===== src/fmp_pkg.sv =====
// Shared types, widths and microcode encodings for the Fibonacci/Pisano block.
package fmp_pkg;

  localparam int MOD_BITS  = 16;
  localparam int PER_BITS  = MOD_BITS + 3;
  localparam int IDX_BITS  = 64;
  localparam int CNT_BITS  = $clog2(IDX_BITS);
  localparam int PROG_LEN  = 7;
  localparam int UPC_BITS  = $clog2(PROG_LEN);

  typedef struct packed {
    logic [IDX_BITS-1:0] index;
    logic [MOD_BITS-1:0] modulus;
  } fmp_in_t;

  typedef struct packed {
    logic [MOD_BITS-1:0] residue;
    logic [PER_BITS-1:0] period;
  } fmp_out_t;

  typedef enum logic [2:0] {
    COND_ALWAYS,
    COND_IN_VALID,
    COND_PAIR_START,
    COND_CNT_ZERO,
    COND_K_ZERO,
    COND_OUT_FREE
  } cond_sel_t;

  typedef enum logic [1:0] {
    ACT_ALWAYS,
    ACT_IF_COND,
    ACT_IF_NOT
  } act_sel_t;

  // One microcode word: datapath enables, when they fire, and the jump.
  typedef struct packed {
    logic                in_rdy;
    logic                ld_in;
    logic                adv;
    logic                per_inc;
    logic                div_init;
    logic                div_step;
    logic                walk_init;
    logic                k_dec;
    logic                out_ld;
    act_sel_t            act;
    cond_sel_t           cond;
    logic [UPC_BITS-1:0] target;
  } ucode_t;

  // Qualified enables from the sequencer to the datapath.
  typedef struct packed {
    logic in_rdy;
    logic ld_in;
    logic adv;
    logic per_inc;
    logic div_init;
    logic div_step;
    logic walk_init;
    logic k_dec;
    logic out_ld;
  } fmp_ctrl_t;

  // Status from the datapath that the jump conditions test.
  typedef struct packed {
    logic pair_start;
    logic cnt_zero;
    logic k_zero;
  } fmp_flags_t;

endpackage


===== src/fmp_sequencer.sv =====
// Microcode store, step counter and jump logic.
module fmp_sequencer
  import fmp_pkg::*;
(
  input  logic       clk,
  input  logic       rst_n,
  input  fmp_flags_t flags,
  input  logic       in_valid,
  input  logic       out_free,
  output fmp_ctrl_t  ctrl
);

  localparam logic [UPC_BITS-1:0] S_IDLE     = UPC_BITS'(0);
  localparam logic [UPC_BITS-1:0] S_SEARCH   = UPC_BITS'(1);
  localparam logic [UPC_BITS-1:0] S_DIVINIT  = UPC_BITS'(2);
  localparam logic [UPC_BITS-1:0] S_DIVSTEP  = UPC_BITS'(3);
  localparam logic [UPC_BITS-1:0] S_WALKINIT = UPC_BITS'(4);
  localparam logic [UPC_BITS-1:0] S_WALK     = UPC_BITS'(5);
  localparam logic [UPC_BITS-1:0] S_EMIT     = UPC_BITS'(6);

  // Fields: in_rdy ld_in adv per_inc div_init div_step walk_init k_dec out_ld act cond target
  localparam ucode_t PROG [PROG_LEN] = '{
    '{1'b1, 1'b1, 1'b0, 1'b0, 1'b0, 1'b0, 1'b0, 1'b0, 1'b0,
      ACT_IF_COND, COND_IN_VALID,   S_SEARCH},
    '{1'b0, 1'b0, 1'b1, 1'b1, 1'b0, 1'b0, 1'b0, 1'b0, 1'b0,
      ACT_ALWAYS,  COND_PAIR_START, S_DIVINIT},
    '{1'b0, 1'b0, 1'b0, 1'b0, 1'b1, 1'b0, 1'b0, 1'b0, 1'b0,
      ACT_ALWAYS,  COND_ALWAYS,     S_DIVSTEP},
    '{1'b0, 1'b0, 1'b0, 1'b0, 1'b0, 1'b1, 1'b0, 1'b0, 1'b0,
      ACT_ALWAYS,  COND_CNT_ZERO,   S_WALKINIT},
    '{1'b0, 1'b0, 1'b0, 1'b0, 1'b0, 1'b0, 1'b1, 1'b0, 1'b0,
      ACT_ALWAYS,  COND_ALWAYS,     S_WALK},
    '{1'b0, 1'b0, 1'b1, 1'b0, 1'b0, 1'b0, 1'b0, 1'b1, 1'b0,
      ACT_IF_NOT,  COND_K_ZERO,     S_EMIT},
    '{1'b0, 1'b0, 1'b0, 1'b0, 1'b0, 1'b0, 1'b0, 1'b0, 1'b1,
      ACT_IF_COND, COND_OUT_FREE,   S_IDLE}
  };

  logic [UPC_BITS-1:0] upc_r;
  logic [UPC_BITS-1:0] upc_nxt;
  ucode_t              cw;
  logic                cond;
  logic                fire;

  assign cw = PROG[upc_r];

  always_comb begin
    unique case (cw.cond)
      COND_ALWAYS:     cond = 1'b1;
      COND_IN_VALID:   cond = in_valid;
      COND_PAIR_START: cond = flags.pair_start;
      COND_CNT_ZERO:   cond = flags.cnt_zero;
      COND_K_ZERO:     cond = flags.k_zero;
      COND_OUT_FREE:   cond = out_free;
      default:         cond = 1'b0;
    endcase
  end

  always_comb begin
    unique case (cw.act)
      ACT_ALWAYS:  fire = 1'b1;
      ACT_IF_COND: fire = cond;
      ACT_IF_NOT:  fire = !cond;
      default:     fire = 1'b0;
    endcase
  end

  // A word that is not satisfied holds the step counter in place.
  assign upc_nxt = cond ? cw.target : upc_r;

  always_ff @(posedge clk) begin
    if (!rst_n) begin
      upc_r <= S_IDLE;
    end else begin
      upc_r <= upc_nxt;
    end
  end

  assign ctrl.in_rdy    = cw.in_rdy;
  assign ctrl.ld_in     = cw.ld_in     & fire;
  assign ctrl.adv       = cw.adv       & fire;
  assign ctrl.per_inc   = cw.per_inc   & fire;
  assign ctrl.div_init  = cw.div_init  & fire;
  assign ctrl.div_step  = cw.div_step  & fire;
  assign ctrl.walk_init = cw.walk_init & fire;
  assign ctrl.k_dec     = cw.k_dec     & fire;
  assign ctrl.out_ld    = cw.out_ld    & fire;

endmodule


===== src/fmp_datapath.sv =====
// Residue pair, period counter, bit-serial remainder and walk counter.
module fmp_datapath
  import fmp_pkg::*;
(
  input  logic       clk,
  input  fmp_ctrl_t  ctrl,
  input  fmp_in_t    in_data,
  output fmp_flags_t flags,
  output fmp_out_t   result
);

  logic [MOD_BITS-1:0] m_r;
  logic [MOD_BITS-1:0] a_r;
  logic [MOD_BITS-1:0] b_r;
  logic [PER_BITS-1:0] per_r;
  logic [IDX_BITS-1:0] n_r;
  logic [PER_BITS-1:0] rem_r;
  logic [CNT_BITS-1:0] cnt_r;
  logic [PER_BITS-1:0] k_r;

  logic [MOD_BITS-1:0] m_in;
  logic                start_in;
  logic                start_b;
  logic [MOD_BITS:0]   sum;
  logic [MOD_BITS:0]   sum_red;
  logic [MOD_BITS-1:0] b_adv;
  logic [PER_BITS:0]   shifted;
  logic [PER_BITS:0]   shifted_red;

  // A zero modulus is handled as modulus one.
  assign m_in     = (in_data.modulus == '0) ? MOD_BITS'(1) : in_data.modulus;
  assign start_in = (m_in != MOD_BITS'(1));
  assign start_b  = (m_r != MOD_BITS'(1));

  // Both operands are below m, so one conditional subtract reduces the sum.
  assign sum     = {1'b0, a_r} + {1'b0, b_r};
  assign sum_red = (sum >= {1'b0, m_r}) ? (sum - {1'b0, m_r}) : sum;
  assign b_adv   = sum_red[MOD_BITS-1:0];

  assign shifted     = {rem_r, n_r[cnt_r]};
  assign shifted_red = (shifted >= {1'b0, per_r}) ? (shifted - {1'b0, per_r}) : shifted;

  always_ff @(posedge clk) begin
    if (ctrl.ld_in) begin
      m_r   <= m_in;
      n_r   <= in_data.index;
      a_r   <= '0;
      b_r   <= MOD_BITS'(start_in);
      per_r <= '0;
    end
    if (ctrl.walk_init) begin
      a_r <= '0;
      b_r <= MOD_BITS'(start_b);
      k_r <= rem_r;
    end
    if (ctrl.adv) begin
      a_r <= b_r;
      b_r <= b_adv;
    end
    if (ctrl.per_inc) begin
      per_r <= per_r + PER_BITS'(1);
    end
    if (ctrl.k_dec) begin
      k_r <= k_r - PER_BITS'(1);
    end
    if (ctrl.div_init) begin
      rem_r <= '0;
      cnt_r <= CNT_BITS'(IDX_BITS - 1);
    end
    if (ctrl.div_step) begin
      rem_r <= shifted_red[PER_BITS-1:0];
      cnt_r <= cnt_r - CNT_BITS'(1);
    end
  end

  // The start pair is (0, start_b); the test looks at the pair being formed.
  assign flags.pair_start = (b_r == '0) && (b_adv == MOD_BITS'(start_b));
  assign flags.cnt_zero   = (cnt_r == '0);
  assign flags.k_zero     = (k_r == '0);

  assign result.residue = a_r;
  assign result.period  = per_r;

endmodule


===== src/fibonacci_mod_pisano.sv =====
// Top level: Fibonacci residue modulo m together with the Pisano period of m.
//
// The input channel (in_valid, in_ready, in_data) takes one beat holding a
// 64-bit index n and a 16-bit modulus m. The result channel (out_valid,
// out_ready, out_data) returns one beat per input with F(n) mod m and the
// Pisano period P of m. A modulus of zero is treated as one, which gives
// residue 0 and period 1.
// Work is done by a small microcoded sequencer. With P the period, an item
// goes through these steps: a walk of the residue pair until the start pair
// recurs, setup and the bit-serial remainder of n by P, setup of the second
// walk, and that walk from the start pair to F(n mod P) mod m. P is at most
// 6m. The one-step modular add of the residue pair sets the pace of both walks.
// Items are processed one at a time; in_ready is high only while the
// sequencer waits for a new beat. A finished result sits in the output
// register, so the next item is accepted and started while the receiver
// stalls; that item's result waits until the register is free.
// Reset clears the sequencer to its idle step and empties the output register.
module fibonacci_mod_pisano
  import fmp_pkg::*;
(
  input  logic     clk,
  input  logic     rst_n,
  input  logic     in_valid,
  output logic     in_ready,
  input  fmp_in_t  in_data,
  output logic     out_valid,
  input  logic     out_ready,
  output fmp_out_t out_data
);

  fmp_ctrl_t  ctrl;
  fmp_flags_t flags;
  fmp_out_t   result;
  logic       out_free;
  logic       out_valid_r;
  fmp_out_t   out_data_r;

  // The output register can take a new result when empty or being drained.
  assign out_free = !out_valid_r || out_ready;

  fmp_sequencer u_seq (
    .clk      (clk),
    .rst_n    (rst_n),
    .flags    (flags),
    .in_valid (in_valid),
    .out_free (out_free),
    .ctrl     (ctrl)
  );

  fmp_datapath u_dp (
    .clk     (clk),
    .ctrl    (ctrl),
    .in_data (in_data),
    .flags   (flags),
    .result  (result)
  );

  always_ff @(posedge clk) begin
    if (!rst_n) begin
      out_valid_r <= 1'b0;
    end else if (ctrl.out_ld) begin
      out_valid_r <= 1'b1;
    end else if (out_ready) begin
      out_valid_r <= 1'b0;
    end
  end

  always_ff @(posedge clk) begin
    if (ctrl.out_ld) begin
      out_data_r <= result;
    end
  end

  assign in_ready  = ctrl.in_rdy;
  assign out_valid = out_valid_r;
  assign out_data  = out_data_r;

  // A stalled result is not dropped.
  a_hold: assert property (@(posedge clk) disable iff (!rst_n)
    out_valid_r && !out_ready |=> out_valid_r)
    else $error("result beat lost while stalled");

  // Every delivered period is at least one.
  a_period: assert property (@(posedge clk) disable iff (!rst_n)
    out_valid_r |-> (out_data_r.period != '0))
    else $error("zero period on result");

  // After a beat is taken the sequencer is busy with it.
  a_busy: assert property (@(posedge clk) disable iff (!rst_n)
    in_valid && in_ready |=> !in_ready)
    else $error("input taken twice in a row");

  // A result is never loaded in the same cycle as a new input.
  a_excl: assert property (@(posedge clk) disable iff (!rst_n)
    ctrl.out_ld |-> !ctrl.ld_in && !in_ready)
    else $error("load and emit overlap");

endmodule


===== config.mk =====
export PLATFORM = sky130hd
export DESIGN_NAME = fibonacci_mod_pisano
export DESIGN_NICKNAME = d
export VERILOG_FILES = /design/src/fmp_pkg.sv /design/src/fmp_sequencer.sv /design/src/fmp_datapath.sv /design/src/fibonacci_mod_pisano.sv
export SDC_FILE = /design/constraint.sdc
export NUM_CORES = 1
export LEC_CHECK = 0
export ABC_CLOCK_PERIOD_IN_PS = 25700
export BUFFER_PORTS_ARGS = -buffer_cell sky130_fd_sc_hd__buf_2
export CAP_MARGIN = 20
export CORE_ASPECT_RATIO = 1.2
export CORE_MARGIN = 4
export CORE_UTILIZATION = 35
export DETAILED_ROUTE_END_ITERATION = 8
export PLACE_DENSITY = 0.56
export SLEW_MARGIN = 40
export SYNTH_ARGS = -nofsm -noshare
export SYNTH_HDL_FRONTEND = slang
export SYNTH_SLANG_ARGS = --single-unit

===== constraint.sdc =====
create_clock -name clk -period 25.7 [get_ports clk]
set_clock_uncertainty 0.1 [all_clocks]
set_input_delay 6.425 -clock clk [delete_from_list [all_inputs] [get_ports clk]]
set_output_delay 6.425 -clock clk [all_outputs]
set_load 0.05 [all_outputs]

After elaboration in Yosys (flattened, before gate mapping) --
Memory sizes are Yosys's and may differ from the RTL's. Cells that the tools add are included. W data, S select, Z words.
Cells by class: add/sub/neg operators 6, order comparisons 4, eq/ne operators 10, mux-type cells 25, bitwise gates (word level) 9, reduce and logical (&&, ||, !) cells 15
Operators by type and width (number):
- $mux W19 | 7
- $mux W16 | 8
- $mux W17 | 2
- $logic_not A16 Y1 | 2
- $ne A16 B1 Y1 const B | 2
- $ge A20 B19 Y1 | 1
- $add A19 B1 Y19 const B | 1
- $logic_not A19 Y1 | 1
- $sub A19 B1 Y19 const B | 1
- $sub A19 B19 Y19 | 1
- $add A16 B16 Y17 | 1
- $ge A17 B16 Y1 | 1
- $eq A16 B1 Y1 | 1
- $sub A16 B16 Y16 | 1
- $mux W6 | 2
- $and A1 B1 Y1 | 8
- $reduce_bool A2 Y1 | 4
- $lt A6 B7 Y1 const B | 1
- $bmux W1 S6 | 1
- $eq A3 B2 Y1 const B | 2
- $eq A3 B3 Y1 const B | 2
- $logic_not A6 Y1 | 1
- $pmux W1 S6 | 1
- $sub A6 B1 Y6 const B | 1
- other kinds (13) | 16
Storage, ports and cells: flip-flop bits (word level) 214, bits in read-only memories 136, input bits 84, output and inout bits 37, logic and storage cells 82, memories 1
Memories:
- (no name shown) | depth 8, bits a word 17, read ports 1, clocked after memory_dff 0, write ports 0, line fmp_sequencer.sv:45 | assign cw = PROG[upc_r];

Logic depth before layout (Yosys ltp) --
depth in word-level cells 12, depth in mapped cells 24, mapped depth without buffers 20

Cells and area by module --
From an unflattened synthesis, not the netlist that was laid out.
Unflattened totals: cell total of the unflattened synthesis 999, area total of the unflattened synthesis 11822.6 µm²
By module, submodules not included:
- fmp_datapath | instances 1, cells an instance 900, area an instance 10286.1 µm², seq. area each 5255.0 µm²
- fibonacci_mod_pisano | instances 1, cells an instance 39, area an instance 1099.8 µm², seq. area each 1071.0 µm²
- fmp_sequencer | instances 1, cells an instance 60, area an instance 436.7 µm², seq. area each 60.1 µm²

Least setup slack after synthesis --
Ideal clock, no wire load.
path kind input to register, start input port out_ready, end register u_dp.m_r[0] (enable), setup time 616 ps, arrival time 12748 ps, data required time 24984 ps, path slack 12236 ps, stages on the path 8, path buffers 0, cell sequence nand2b_1 > nand2_1 > a21o_1 > o31ai_1 > a41oi_1 > o31ai_1 > nor2_2 > nor3_1
RTL lines:
- from (decl) | line fibonacci_mod_pisano.sv:27 | input logic out_ready,
- to (signal assigned) | line fmp_datapath.sv:45 | m_r <= m_in;
- to (decl) | line fmp_datapath.sv:12 | logic [MOD_BITS-1:0] m_r;

Worst setup path after layout --
start register u_seq.upc_r[1], end output port in_ready
Between the ends: longest elaborated chain between the ends 4
Ends and longest elaborated chain:
- from (decl) | line fmp_sequencer.sv:39 | logic [UPC_BITS-1:0] upc_r;
- from (signal assigned) | line fmp_sequencer.sv:75 | upc_r <= upc_nxt;
- $not A3 Y4 (not written as such) | line fmp_sequencer.sv:45
- $mem_v2 Z8 W17
- $mux W17 (not written as such) (2 in a row) | line fmp_sequencer.sv:45
- to (decl) | line fibonacci_mod_pisano.sv:24 | output logic in_ready,
No other way between the ends. The select of a mux whose other input is x is not followed.

==> results.toml <==
[job]
cap_violations = 0

[route]
highest_layer = "met5"
drt-met1-wl_um = 11700
wl_um = 25500
antenna_left = 0
drc = 0
routedWlPerCell_um = 15.9
vias = 8010
viasPerCell = 5.00
dr.pass1.iters = 4
drt_iter0_markers = 452
route.met3.wl_um = 1300
wl_met2_um = 11800

[cts]
path_clk_slew_ns = 0.06
clk_latency_ns = 0.52
cts.repair.resized = 0
cts_tree = "yes"
post_cts_buffers = 0
clock-sinks = 214
cts_hold_buffers = 0
cts-root-buf = "clkbuf_16"
cts_buffer_depth = 3
cts_buffers = 24
htreeDepth = 1

[floorplanning]
die-area_um2 = 36700
rows = 73
io_pins = 121
die_w_um = 175
die_y_um = 209
design.core.area_um2 = 33200
start_util_pct = 35.5

[timing]
worst_pin_slew_ns = 0.709
fin_crit_sh_pct = 34.0
drv_slew = 0
period_minus_slack_ns = 8.74
setup_viol = 0
whs_ns = 0.348
rsz0062_at_grt = "false"
fin_ws_ns = 16.96
finalHoldViolCount = 0
slew_headroom_pct = 52.5
fin_tns_setup_ns = 0
fmax_mhz = 114

[synthesis]
synth_adder_area_share_pct = 6.78
synth_compound_area_share_pct = 11.8
synth_edf_count = 210
synth_flop_cell = "edfxtp_1"
muxShareOfSynthArea_pct = 5.31
synth_top_family_by_area = "simple AND/OR/NAND/NOR gates"
ys_async_sr_fraction_pct = 0
synthSimpleGateAreaFrac_pct = 13.3
synth_nets = 1162
yosysSeqAreaShare_pct = 54.2
avgSynthCellArea_um2 = 11.6
ys_ff_latch = 214
yosys_warnings = 0
synthCells = 1016
netlist_area_um2 = 11800
ys_types = 68
yosys.area_share.xor_xnor_pct = 5.13

[setup_path]
required_ns = 19.17
start_kind = "flop"
crit_type = "flop to output port"
r2r-start = "u_dp.a_r[0]"
r2r_cells = 21
cp-end-kind = "output port"
regToRegSetupSlack_ns = 18.89
cp.arrival_ns = 2.22
worst-path-max-fanout = 8
startpoint = "u_seq.upc_r[1]"
regToRegEndpoint = "out_data[19]"

[worst_hold_path]
worstHoldPathType = "flop to flop"
hold-path-endpoint = "out_data[18]"
hp-start = "u_dp.per_r[18]"
min_path_cells = 0

[grt]
grt_pass1_wl_um = 41600
grt_usage_pct = 13.7
grt_overflow_total = 0
antenna_found_initial = 1
grt_max_degree = 81
grt_pass1_vias = 8095

[final_layout]
drive_above_1_share_pct = 18.6
insertedDiodeCount = 0
seq_area_um2 = 6390
area_growth_pct = 16.4
fill_cells = 3166
nets = 1280
multiInputGateArea_um2 = 5020

[place]
port_buffers = 120
gp_congestion = 0.815
dp_hpwl_um = 19300
dp_slack_ns = 16.48

[outcome]
status = "finished clean"
[synthesized netlist by cell type (8+ instances only)]
master	number	area, µm²
o21ai_0	27	135
nor3_1	23	115
nand2b_1	8	50.1
inv_1	60	225
mux4_2	14	315
a211oi_1	14	105
nor2_2	8	50.1
ha_1	59	738
mux2i_1	31	310
a21oi_1	70	350
xor2_1	17	149
edfxtp_1	210	6310
nor2_1	103	387
nand3_1	17	85.1
and2_1	21	131
clkbuf_1	35	131
nor4_1	20	125
nand4_1	11	68.8
o21a_1	11	82.6
nand2_1	53	199
xnor2_1	52	455
nor2b_1	12	75.1
and3_1	11	68.8
a21o_1	19	143
[kinds of logic after synthesis]
kind of cell	count (synthesis)
buffers and inverters	103
AOI/OAI and AO/OA	207
DFF	214
adders and majority gates	62
muxes	45
and+or+nand+nor	316
xor gates and xnor gates	69
[metal layers]
metal / vias to the layer above / GRT usage (%)
met2: 171 / 22.7
met1: 3774 / 18.4
met4: 2 / 4.14
li1: 4028 / -
met5: - / 0
met3: 35 / 2.46
[flip-flops by register name, summed over array words and instances (netlist names)]
| signal | cells |
|---|---|
| u_dp.n_r | 64 |
| out_data | 35 |
| u_dp.k_r | 19 |
| u_dp.per_r | 19 |
| u_dp.rem_r | 19 |
| u_dp.a_r | 16 |
| u_dp.b_r | 16 |
| u_dp.m_r | 16 |
| u_dp.cnt_r | 6 |
| u_seq.upc_r | 3 |
| out_valid | 1 |
[through the flow]
stage	cell area, µm²	util (%)	cells
2_1_floorplan	11800	-	1016
5_1_grt	13700	41.3	1602
4_1_cts	13700	41.3	1602
6_report	13700	41.3	1602
3_3_place_gp	12900	38.9	1557
3_5_place_dp	12900	38.9	1558
[critical path, cell delays in order, from the launching register on]
cell and delay [ns]:
dfxtp_1 0.38, inv_1 0.19, ha_1 0.27, clkinv_1 0.29, nor2_1 0.26, buf_2 0.31
[how the worst max path moves through the flow]
| stage | to | cells after the start | slack, ns |
|---|---|---|---|
| after floorplan | u_dp.m_r[0] | 8 | 12.24 |
| after global placement | u_dp.b_r[9] | 11 | 16.53 |
| after detailed placement | u_dp.b_r[4] | 11 | 16.48 |
| after CTS | in_ready | 5 | 16.94 |
| after global routing | u_dp.b_r[6] | 11 | 16.76 |
| final | in_ready | 5 | 16.96 |
[placed cells by master, fill, tap and decap left out, types with 14 or more instances in the layout]
cell type	count
xnor2_1	52
clkbuf_16	24
buf_2	120
ha_1	59
a21oi_1	70
o21ai_0	27
nor4_1	19
mux2i_1	31
xor2_1	17
mux4_2	14
edfxtp_1	210
nand3_1	17
nor2_1	102
and2_1	21
a21o_1	19
nand2_1	53
inv_1	60
nor3_1	22
[cell type report]
type / instances / share of cell area [%]
multi-input cells: 699 / 36.6
inverters: 62 / 1.70
repair buffers: 133 / 5.15
clock inverters: 14 / 1.16
well taps: 450 / 4.11
flip-flops and latches: 214 / 46.6
clock buffers: 30 / 4.69
Power is not shown: default switching activity piles up to over one toggle a cycle in this logic, so the estimate is an artifact.
